==> src/pcc_pkg.sv <==
// types and constants for the clamped pid controller
// no dependencies; imported by pid_controller_clamped and its testbench
`default_nettype none

package pcc_pkg;

  // input item: function code and measurement, signed q16.16
  typedef struct packed {
    logic              func;
    logic signed [31:0] measured_value;
  } pcc_in_t;

  // result item: clamped drive and clamp status
  typedef struct packed {
    logic signed [31:0] drive_value;
    logic        [1:0]  clamp_state;
  } pcc_out_t;

  // function codes
  localparam logic FUNC_SAMPLE = 1'b0;
  localparam logic FUNC_CLEAR  = 1'b1;

  // clamp status codes
  localparam logic [1:0] CLAMP_NONE = 2'd0;
  localparam logic [1:0] CLAMP_MAX  = 2'd1;
  localparam logic [1:0] CLAMP_MIN  = 2'd2;

  // configuration register indexes
  localparam int unsigned CFG_ADDR_W = 3;
  localparam logic [CFG_ADDR_W-1:0] REG_SETPOINT  = 3'd0;
  localparam logic [CFG_ADDR_W-1:0] REG_GAIN_P    = 3'd1;
  localparam logic [CFG_ADDR_W-1:0] REG_GAIN_I    = 3'd2;
  localparam logic [CFG_ADDR_W-1:0] REG_GAIN_D    = 3'd3;
  localparam logic [CFG_ADDR_W-1:0] REG_TIME_STEP = 3'd4;
  localparam logic [CFG_ADDR_W-1:0] REG_OUT_MIN   = 3'd5;
  localparam logic [CFG_ADDR_W-1:0] REG_OUT_MAX   = 3'd6;

endpackage

`default_nettype wire

==> src/pid_controller_clamped.sv <==
// clamped pid controller, signed q16.16, one shared 32x32 multiplier and
// a bit-serial divider under a small sequencer; depends on pcc_pkg
`default_nettype none

// Clamped PID controller. A sample item (func = 0) forms the error
// setpoint - measured_value, adds error * time_step to the 48-bit saturating
// integral, takes the derivative as the change in error divided by time_step
// (zero when time_step is zero), and returns gain_p*error + gain_i*integral +
// gain_d*derivative clamped first against out_max, then against out_min, with
// the clamp status. A clear item (func = 1) zeroes the integral and the
// previous error as it is accepted and gives no result. Each product is the
// exact product shifted right by 16 (toward minus infinity) and saturated to
// 48 bits. A sample item passes through the setup states ST_DIFF and ST_DINIT,
// the restoring divider (one quotient bit per cycle, skipped when time_step is
// zero), four multiplications in turn on the single 32x32 multiplier and the
// clamp step, which offers the result. The input is stalled while an item is
// in progress; a result waiting in the output register does not hold off the
// next input item, but that item waits in its clamp step while the register
// is still full and stalled. Configuration registers are written through
// cfg_we_i / cfg_addr_i / cfg_wdata_i; the user must do so only while the
// block is idle, which the block itself does not enforce; index 7 is ignored.

module pid_controller_clamped (
  input  wire logic             clk_i,
  input  wire logic             rst_ni,
  input  wire logic             cfg_we_i,
  input  wire logic [2:0]       cfg_addr_i,
  input  wire logic [31:0]      cfg_wdata_i,
  input  wire logic             in_valid_i,
  output logic                  in_stall_o,
  input  wire pcc_pkg::pcc_in_t in_data_i,
  output logic                  out_valid_o,
  input  wire logic             out_stall_i,
  output pcc_pkg::pcc_out_t     out_data_o
);

  import pcc_pkg::*;

  // quotient bits: |diff| is 33 bits, shifted up by 16
  localparam int unsigned DIV_STEPS = 49;

  // multiplication slots, run in this order
  localparam logic [1:0] OP_INT = 2'd0;  // time_step * error, into integral
  localparam logic [1:0] OP_P   = 2'd1;  // gain_p * error
  localparam logic [1:0] OP_I   = 2'd2;  // gain_i * integral
  localparam logic [1:0] OP_D   = 2'd3;  // gain_d * derivative

  localparam logic signed [47:0] SAT_MAX = {1'b0, {47{1'b1}}};
  localparam logic signed [47:0] SAT_MIN = {1'b1, {47{1'b0}}};

  typedef enum logic [10:0] {
    ST_IDLE  = 11'b00000000001,
    ST_DIFF  = 11'b00000000010,
    ST_DINIT = 11'b00000000100,
    ST_DIV   = 11'b00000001000,
    ST_MSEL  = 11'b00000010000,
    ST_MLO   = 11'b00000100000,
    ST_MHI   = 11'b00001000000,
    ST_MADD  = 11'b00010000000,
    ST_MRND  = 11'b00100000000,
    ST_MUSE  = 11'b01000000000,
    ST_CLAMP = 11'b10000000000
  } state_e;

  // control and state registers
  state_e state_q, state_d;
  logic signed [31:0] setpoint_q, setpoint_d;
  logic signed [31:0] gain_p_q, gain_p_d;
  logic signed [31:0] gain_i_q, gain_i_d;
  logic signed [31:0] gain_d_q, gain_d_d;
  logic        [30:0] time_step_q, time_step_d;
  logic signed [31:0] out_min_q, out_min_d;
  logic signed [31:0] out_max_q, out_max_d;
  logic signed [47:0] integ_q, integ_d;
  logic signed [32:0] prev_q, prev_d;
  logic               out_valid_q, out_valid_d;
  logic        [5:0]  cnt_q, cnt_d;
  logic        [1:0]  op_q, op_d;

  // working registers
  logic signed [32:0] err_q, err_d;
  logic signed [33:0] diff_q, diff_d;
  logic        [30:0] rem_q, rem_d;
  logic        [48:0] dq_q, dq_d;     // dividend in, quotient out
  logic        [31:0] mul_a_q, mul_a_d;
  logic        [48:0] mul_b_q, mul_b_d;
  logic               mul_neg_q, mul_neg_d;
  logic        [63:0] mul_q, mul_d;
  logic        [81:0] acc_q, acc_d;
  logic signed [47:0] prod_q, prod_d;
  logic signed [49:0] sum_q, sum_d;
  pcc_out_t           out_q, out_d;

  // datapath helpers
  logic        [31:0] b_chunk;
  logic        [63:0] mul_p;
  logic        [32:0] err_mag;
  logic        [47:0] integ_mag;
  logic signed [31:0] gain_sel;
  logic        [31:0] gain_mag;
  logic        [31:0] trial;
  logic               trial_ge;
  logic        [32:0] diff_mag;
  logic        [65:0] q_shift;
  logic signed [48:0] integ_sum;
  logic signed [49:0] max_ext;
  logic signed [49:0] min_ext;
  logic               in_accept;

  // shared multiplier, low 32-bit or high 17-bit slice of the magnitude operand
  assign b_chunk = (state_q == ST_MLO) ? mul_b_q[31:0] : {15'd0, mul_b_q[48:32]};
  assign mul_p   = mul_a_q * b_chunk;

  assign err_mag   = err_q[32] ? 33'(-err_q) : 33'(err_q);
  assign integ_mag = integ_q[47] ? 48'(-integ_q) : 48'(integ_q);
  assign diff_mag  = diff_q[33] ? 33'(-diff_q) : diff_q[32:0];

  always_comb begin
    case (op_q)
      OP_P:    gain_sel = gain_p_q;
      OP_I:    gain_sel = gain_i_q;
      default: gain_sel = gain_d_q;
    endcase
  end
  assign gain_mag = gain_sel[31] ? 32'(-gain_sel) : 32'(gain_sel);

  // restoring divider step
  assign trial    = {rem_q, dq_q[48]};
  assign trial_ge = trial >= {1'b0, time_step_q};

  // product scaled back to q16.16 (rounding term already added for negatives)
  assign q_shift = acc_q[81:16];

  assign integ_sum = $signed({integ_q[47], integ_q}) + $signed({prod_q[47], prod_q});

  assign max_ext = $signed({{18{out_max_q[31]}}, out_max_q});
  assign min_ext = $signed({{18{out_min_q[31]}}, out_min_q});

  assign in_accept   = in_valid_i && !in_stall_o;
  assign in_stall_o  = (state_q != ST_IDLE);
  assign out_valid_o = out_valid_q;
  assign out_data_o  = out_q;

  always_comb begin
    state_d     = state_q;
    setpoint_d  = setpoint_q;
    gain_p_d    = gain_p_q;
    gain_i_d    = gain_i_q;
    gain_d_d    = gain_d_q;
    time_step_d = time_step_q;
    out_min_d   = out_min_q;
    out_max_d   = out_max_q;
    integ_d     = integ_q;
    prev_d      = prev_q;
    cnt_d       = cnt_q;
    op_d        = op_q;
    err_d       = err_q;
    diff_d      = diff_q;
    rem_d       = rem_q;
    dq_d        = dq_q;
    mul_a_d     = mul_a_q;
    mul_b_d     = mul_b_q;
    mul_neg_d   = mul_neg_q;
    mul_d       = mul_q;
    acc_d       = acc_q;
    prod_d      = prod_q;
    sum_d       = sum_q;
    out_d       = out_q;

    // result register empties when taken
    out_valid_d = out_valid_q && out_stall_i;

    // configuration writes, to be issued only while idle (not enforced here)
    if (cfg_we_i) begin
      case (cfg_addr_i)
        REG_SETPOINT:  setpoint_d  = $signed(cfg_wdata_i);
        REG_GAIN_P:    gain_p_d    = $signed(cfg_wdata_i);
        REG_GAIN_I:    gain_i_d    = $signed(cfg_wdata_i);
        REG_GAIN_D:    gain_d_d    = $signed(cfg_wdata_i);
        REG_TIME_STEP: time_step_d = cfg_wdata_i[30:0];
        REG_OUT_MIN:   out_min_d   = $signed(cfg_wdata_i);
        REG_OUT_MAX:   out_max_d   = $signed(cfg_wdata_i);
        default: ;
      endcase
    end

    case (state_q)
      ST_IDLE: begin
        if (in_accept) begin
          if (in_data_i.func == FUNC_CLEAR) begin
            integ_d = '0;
            prev_d  = '0;
          end else begin
            err_d   = $signed({setpoint_q[31], setpoint_q})
                    - $signed({in_data_i.measured_value[31], in_data_i.measured_value});
            sum_d   = '0;
            state_d = ST_DIFF;
          end
        end
      end

      ST_DIFF: begin
        diff_d  = $signed({err_q[32], err_q}) - $signed({prev_q[32], prev_q});
        state_d = ST_DINIT;
      end

      ST_DINIT: begin
        rem_d = '0;
        cnt_d = '0;
        op_d  = OP_INT;
        if (time_step_q == '0) begin
          // zero time step: derivative taken as zero
          dq_d    = '0;
          state_d = ST_MSEL;
        end else begin
          dq_d    = {diff_mag, 16'd0};
          state_d = ST_DIV;
        end
      end

      ST_DIV: begin
        rem_d = trial_ge ? 31'(trial - {1'b0, time_step_q}) : trial[30:0];
        dq_d  = {dq_q[47:0], trial_ge};
        cnt_d = cnt_q + 6'd1;
        if (cnt_q == 6'(DIV_STEPS - 1)) begin
          state_d = ST_MSEL;
        end
      end

      ST_MSEL: begin
        case (op_q)
          OP_INT: begin
            mul_a_d   = {1'b0, time_step_q};
            mul_b_d   = {16'd0, err_mag};
            mul_neg_d = err_q[32];
          end
          OP_P: begin
            mul_a_d   = gain_mag;
            mul_b_d   = {16'd0, err_mag};
            mul_neg_d = gain_p_q[31] ^ err_q[32];
          end
          OP_I: begin
            mul_a_d   = gain_mag;
            mul_b_d   = {1'b0, integ_mag};
            mul_neg_d = gain_i_q[31] ^ integ_q[47];
          end
          default: begin
            mul_a_d   = gain_mag;
            mul_b_d   = dq_q;
            mul_neg_d = gain_d_q[31] ^ diff_q[33];
          end
        endcase
        state_d = ST_MLO;
      end

      ST_MLO: begin
        mul_d   = mul_p;
        state_d = ST_MHI;
      end

      ST_MHI: begin
        acc_d   = 82'(mul_q);
        mul_d   = mul_p;
        state_d = ST_MADD;
      end

      ST_MADD: begin
        // high partial product fits in 50 bits; floor rounding term for negatives
        acc_d   = acc_q + {mul_q[49:0], 32'd0} + (mul_neg_q ? 82'h0FFFF : 82'd0);
        state_d = ST_MRND;
      end

      ST_MRND: begin
        if (mul_neg_q) begin
          if ((|q_shift[65:48]) || (q_shift[47] && (|q_shift[46:0]))) begin
            prod_d = SAT_MIN;
          end else begin
            prod_d = 48'(-q_shift[47:0]);
          end
        end else begin
          if (|q_shift[65:47]) begin
            prod_d = SAT_MAX;
          end else begin
            prod_d = $signed({1'b0, q_shift[46:0]});
          end
        end
        state_d = ST_MUSE;
      end

      ST_MUSE: begin
        if (op_q == OP_INT) begin
          if (integ_sum[48] != integ_sum[47]) begin
            integ_d = integ_sum[48] ? SAT_MIN : SAT_MAX;
          end else begin
            integ_d = integ_sum[47:0];
          end
        end else begin
          sum_d = sum_q + $signed({{2{prod_q[47]}}, prod_q});
        end
        if (op_q == OP_D) begin
          state_d = ST_CLAMP;
        end else begin
          op_d    = op_q + 2'd1;
          state_d = ST_MSEL;
        end
      end

      ST_CLAMP: begin
        // wait for the output register to free up
        if (!(out_valid_q && out_stall_i)) begin
          if (sum_q > max_ext) begin
            out_d.drive_value = out_max_q;
            out_d.clamp_state = CLAMP_MAX;
          end else if (sum_q < min_ext) begin
            out_d.drive_value = out_min_q;
            out_d.clamp_state = CLAMP_MIN;
          end else begin
            out_d.drive_value = sum_q[31:0];
            out_d.clamp_state = CLAMP_NONE;
          end
          out_valid_d = 1'b1;
          prev_d      = err_q;
          state_d     = ST_IDLE;
        end
      end

      default: begin
        state_d = ST_IDLE;
      end
    endcase
  end

  always_ff @(posedge clk_i or negedge rst_ni) begin
    if (!rst_ni) begin
      state_q     <= ST_IDLE;
      setpoint_q  <= '0;
      gain_p_q    <= '0;
      gain_i_q    <= '0;
      gain_d_q    <= '0;
      time_step_q <= 31'd65536;
      out_min_q   <= SAT_MIN[47:16];
      out_max_q   <= SAT_MAX[47:16];
      integ_q     <= '0;
      prev_q      <= '0;
      out_valid_q <= 1'b0;
      cnt_q       <= '0;
      op_q        <= OP_INT;
    end else begin
      state_q     <= state_d;
      setpoint_q  <= setpoint_d;
      gain_p_q    <= gain_p_d;
      gain_i_q    <= gain_i_d;
      gain_d_q    <= gain_d_d;
      time_step_q <= time_step_d;
      out_min_q   <= out_min_d;
      out_max_q   <= out_max_d;
      integ_q     <= integ_d;
      prev_q      <= prev_d;
      out_valid_q <= out_valid_d;
      cnt_q       <= cnt_d;
      op_q        <= op_d;
    end
  end

  // datapath registers, no reset
  always_ff @(posedge clk_i) begin
    err_q     <= err_d;
    diff_q    <= diff_d;
    rem_q     <= rem_d;
    dq_q      <= dq_d;
    mul_a_q   <= mul_a_d;
    mul_b_q   <= mul_b_d;
    mul_neg_q <= mul_neg_d;
    mul_q     <= mul_d;
    acc_q     <= acc_d;
    prod_q    <= prod_d;
    sum_q     <= sum_d;
    out_q     <= out_d;
  end

endmodule

`default_nettype wire

==> config.mk <==
export PLATFORM = sky130hd
export DESIGN_NAME = pid_controller_clamped
export DESIGN_NICKNAME = d
export VERILOG_FILES = /design/src/pcc_pkg.sv /design/src/pid_controller_clamped.sv
export SDC_FILE = /design/constraint.sdc
export NUM_CORES = 2
export LEC_CHECK = 0
export BUFFER_PORTS_ARGS = -buffer_cell sky130_fd_sc_hd__buf_4
export CORE_MARGIN = 2
export CORE_UTILIZATION = 25
export CTS_CLUSTER_DIAMETER = 80
export DETAILED_ROUTE_END_ITERATION = 8
export HOLD_SLACK_MARGIN = 0.1
export PLACE_DENSITY = 0.42
export SLEW_MARGIN = 20
export SYNTH_ARGS = -nofsm -noshare
export SYNTH_HDL_FRONTEND = slang
export SYNTH_SLANG_ARGS = --single-unit
==> constraint.sdc <==
create_clock -name clk_i -period 10.6 [get_ports clk_i]
set_clock_uncertainty 0.15 [all_clocks]
set_input_delay 0.53 -clock clk_i [delete_from_list [all_inputs] [get_ports clk_i]]
set_output_delay 0.53 -clock clk_i [all_outputs]
set_load 0.005 [all_outputs]
# ---- Yosys cells after proc, flatten, opt, wreduce, memory -nomap -nowiden
# Cells that the tools add are included.
dict set report totals {
  register_bits 831
  input_bits 73
  word_cells 160
}
dict set report op_classes {
  addsub 14
  n_mul 1
  order_cmp 3
  n_eq_ne 31
  n_mux 45
  n_bitwise 6
  n_reduce_logical 33
}
# op count
set ops {}
lappend ops {{$mux W48} 8}
lappend ops {{$pmux W49 S2} 2}
lappend ops {{$mux W33} 5}
lappend ops {{$pmux W82 S2} 1}
lappend ops {{$mux W50} 3}
lappend ops {{$pmux W11 S11} 1}
lappend ops {{$pmux W50 S2} 1}
lappend ops {{$neg A48 Y48} 2}
lappend ops {{$pmux W48 S2} 1}
lappend ops {{$mux W31} 3}
lappend ops {{$add A82 B16 Y82} 1}
lappend ops {{$add A82 B82 Y82} 1}
lappend ops {{$mux W34} 2}
lappend ops {{$neg A33 Y33} 2}
lappend ops {{$pmux W33 S2} 1}
lappend ops {{$mul A32 B32 Y64} 1}
lappend ops {{$pmux W32 S2} 1}
lappend ops {{$pmux W31 S2} 1}
lappend ops {{$mux W11} 5}
lappend ops {{$add A50 B48 Y50} 1}
lappend ops {{$gt A50 B32 Y1} 1}
lappend ops {{$lt A50 B32 Y1} 1}
lappend ops {{$add A48 B48 Y49} 1}
lappend ops {{$mux W49} 1}
lappend ops {{other kinds (52)} 86}

# ---- Depth between registers and ports, before layout
dict set report depth {
  ltp_word 5
  depth_mapped 38
  ltp_nobuf 35
}

# ---- Least setup slack after synthesis
# OpenSTA, ideal clock, no wires.
dict set report synth_path {
  path_kind {register to register}
  start {register state_q[9]}
  end {register mul_q[62], data pin}
  setup_ns 0.262
  t_arrival_ns 9.477
  t_required_ns 10.188
  slack_ns 0.712
  path_stages_with_launch 36
  n_path_buf 3
  period_less_slack_ns 9.888
  cell_sequence {dfrtp_1 or4_1 nor4_1 nand4b_1 clkinv_1 clkbuf_1 nand2_1 nand2_1 clkbuf_1 nand2_1 fa_1 inv_1 fa_1 fa_1 inv_1 fa_1 inv_1 fa_1 inv_1 fa_1 inv_1 fa_1 inv_1 fa_1 inv_1 ha_1 clkbuf_1 nand4_1 or3_1 o221a_2 a21oi_1 a41o_1 a31oi_1 o311a_1 o31ai_1 xnor2_1}
}
dict set report synth_between {
  elab_chain_len 3
}
# item line
set synth_rtl {}
lappend synth_rtl {{start: declaration} pid_controller_clamped.sv:66} ;# state_e state_q, state_d;
lappend synth_rtl {{start signal: assignment} pid_controller_clamped.sv:349} ;# state_q <= state_d;
lappend synth_rtl {{$eq A11 B6 Y1} pid_controller_clamped.sv:111} ;# assign b_chunk = (state_q == ST_MLO) ? mul_b_q[31:0] : {15'd0, mul_b_q[48:32]};
lappend synth_rtl {{$mux W32} pid_controller_clamped.sv:111}
lappend synth_rtl {{$mul A32 B32 Y64} pid_controller_clamped.sv:112} ;# assign mul_p = mul_a_q * b_chunk;
lappend synth_rtl {{net mul_p[62]} pid_controller_clamped.sv:96} ;# logic [63:0] mul_p;
lappend synth_rtl {{end signal: assignment} pid_controller_clamped.sv:374} ;# mul_q <= mul_d;
lappend synth_rtl {{end: declaration} pid_controller_clamped.sv:88} ;# logic [63:0] mul_q, mul_d;
# The timed path passes the listed nets, and every way through them passes these cells.
# A chain may end at the register's enable or synchronous reset.

# ---- Worst setup path after layout
dict set report layout_path {
  start {register state_q[9]}
  end {register mul_q[57], data pin}
}
# Same word-level chain as after synthesis.

==> summary.txt <==
Final layout
  • N_diodes: 0
  • Commonest cells after routing, fill and taps aside: 1194 x inv_1, 1024 x nand2_1, 902 x fa_1
  • Ratio of cells with drive above 1 in the final layout: 9.118%
  • Area Overhead vs Synth: 12.97%
  • Most common cell after layout, fill and taps aside: inv_1
  • Layout Nets: about 11000
  • Post-layout util: around 28%

Floorplan
  • Area of the die: roughly 350000 um2
  • Site Rows: about 220
  • Die Wd: between 500 and 600 um
  • Initial Utilization: 25.15%
  • CORE AREA: 343500 um2
  • I/O Pins: between 100 and 150
  • Die extent in y: between 500 and 600 um

Logic synthesis
  • Library cells used by synthesis: between 80 and 90
  • Yosys warning total: 0
  • Main synth FF type: edfxtp_1
  • Netlist Area Pre-Place: a little under 90000 um2
  • Seq cells post-synth: about 830
  • Post-synth top area share: between 20% and 30%
  • Post-synth EDFFs: 507
  • Ys async rst share: 38.99%
  • Post-Syn Instances: 9114
  • Syn nets: 10722
  • Synth area leader: fa_1
  • Syn_area_per_cell: roughly 9.5 um2
  • Largest cells by area after synthesis: fa_1 21%, edfxtp_1 18%, ha_1 9.2%, dfrtp_1 8.4%, inv_1 5.2%
  • Register area share after synthesis: 27.05%

Hold path
  • Hold Path Depth: 4
  • Hold Path Class: in2reg

Clocking
  • Clock buffer count from CTS: approximately 110
  • Clock-pin slew on the worst setup and hold paths: about 0.07 ns
  • Clock Path Buffers: 3
  • H-tree depth: 3
  • Worst-skew pair later-pin latency: approximately 0.74 ns
  • Clk sinks: between 800 and 900
  • CTS tree: yes
  • Clk root buf: clkbuf_16

STA
  • Crit share post-route: around 96%
  • # setup viols final: 0
  • Final hold viol count: 0
  • Slew Limit Fails: 0
  • Maximum clock frequency: 98.36 MHz
  • RSZ-0062 raised after global routing: false
  • Setup tns final: 0 ns
  • Worst slew pin tran: 1.140 ns
  • Tmin final: just over 10 ns
  • Slew margin rel.: about a quarter

Power and ir drop
  • Pwr Density: roughly 140 nW/um2
  • Leak pwr: between 40 and 50 nW
  • VDD IR max: around 0.13 mV

Placed design
  • Routability Congestion: between 0.8 and 0.9
  • PortBufs: 108
  • Hpwl dp: around 250000 um

Route
  • Post-route ant nets: 0
  • Total number of vias: between 60000 and 70000
  • Initial drt markers: slightly below 5000
  • DRC violations left: 0
  • Total Wirelength: roughly 310000 um
  • Vias/cell: about 4.8
  • Post-DR wirelength/cell: 22.49 um
  • TritonRoute pass-1 iters: 7

Worst setup path
  • CP most frequent cell: fa_1
  • Critical path type: reg2reg
  • CP Capture Type: register
  • Critical Path RT: ~11 ns
  • Crit-path max FO: 52
  • CP peak stage delay: approximately 0.64 ns
  • Worst r2r path cells: 31
  • Slowest library cell on the worst path: fa_1
  • CP Launch Type: register
  • Setup slack, reg-to-reg: about 0.43 ns
  • Crit path arrival time: approximately 11 ns

Global routing
  • GRT Resource Usage Total: between 10% and 20%
  • First-pass GRT wire length: about 460000 um
  • Vias in the first global route: approximately 70000
  • Number of antenna violations at the first check in global routing: 19
  • Gr ovfl total: 0
  • Pin count of the biggest net entering global routing: 173

Flow run
  • MaxCap Viol Count: 0

Status
  • Status: finished clean
==> cell usage after synthesis (all sizes together), types with 290 or more instances <==
master,n
a21oi,382
fa,902
nor2,361
and3,294
dfrtp,290
nand2,1026
o21ai,525
and2,424
edfxtp,507
ha,633
clkbuf,439
inv,1195
==> stage by stage <==
| stage | instances | total power (W) | setup slack (ns) | hold WS [ns] | instance area, um2 |
|---|---|---|---|---|---|
| 2_1_floorplan | 9114 | 0.008207 | 0.7115 | 0.08441 | 86410 |
| 3_3_place_gp | 13555 | 0.01011 | 0.03501 | 0.3311 | 93330 |
| 3_5_place_dp | 13558 | 0.01011 | 0.04469 | 0.3312 | 93390 |
| 4_1_cts | 13800 | 0.01413 | 0.008679 | 0.2077 | 97520 |
| 5_1_grt | 13802 | 0.01496 | 0.04729 | 0.2743 | 97620 |
| 6_report | 13802 | 0.01398 | 0.4336 | 0.2705 | 97620 |
==> flip-flops by register name, indices dropped and copies added (netlist names), 33 cells and up <==
| name | flops |
|---|---|
| acc_q | 82 |
| diff_q | 34 |
| dq_q | 49 |
| err_q | 33 |
| integ_q | 48 |
| mul_b_q | 49 |
| mul_q | 64 |
| out_data_o | 34 |
| prev_q | 33 |
| prod_q | 48 |
| sum_q | 50 |
==> final cells by class <==
class / count / area (um2)
fillers: 36140 / 245900
multi-input cells: 6623 / 56980
flip-flops and latches: 831 / 23380
well taps: 4557 / 5702
inverters: 1197 / 4507
repair buffers: 390 / 3298
clock buffers: 136 / 2909
clock inverters: 68 / 842.1
==> worst paths after layout <==
kind | from | end
setup / recovery | state_q[9] | mul_q[57]
hold / removal | in_data_i[22] | err_q[22]
setup reg to reg | state_q[9] | mul_q[57]
hold reg to reg | prev_q[13] | prev_q[13]
max in group asynchronous | rst_ni | gain_i_q[26]
min in group asynchronous | rst_ni | out_min_q[8]
==> routing by layer <==
| layer | GRT usage [%] | part of all wire [%] | routed length [um] |
|---|---|---|---|
| met3 | 1.552 | 3.9 | 12230 |
| met1 | 23.93 | 45 | 140900 |
| met2 | 29.71 | 47 | 147200 |
| met5 | 0 | 0.0052 | 16 |
| met4 | 5.345 | 3.2 | 10020 |
==> critical path, delay by kind of cell (launching register included) <==
family                   cells  cell delay (ns)
adder cells (fa/ha/maj)      9             4.63
AND/OR/NAND/NOR              7             1.75
flip-flops                   1             0.41
XOR/XNOR                     1             0.15
buffers and inverters        7             1.12
AO/OA/AOI/OAI                7             1.65
==> cells by family after synthesis <==
family,after synthesis,share of synthesized area (%)
and+or+nand+nor,2655,15.08
AOI/OAI and AO/OA,1706,12.50
buffers and inverters,1660,7.231
adders and majority gates,1535,30.06
DFF,831,27.05
xor gates and xnor gates,434,4.399
muxes,293,3.676
==> repair_timing <==
action	CTS	global route
resized for setup	0	14
setup buffers	0	1
hold buffers	38	0
endpoints found under the setup margin	0	17
endpoints found under the hold margin	303	0
==> power by group <==
part           switching [W]  leakage (nW)  internal, W
clock                0.00159          1.82      0.00230
combinational        0.00337          33.4      0.00237
sequential          0.000313          8.69      0.00403
(Power assumes the default switching activity.)
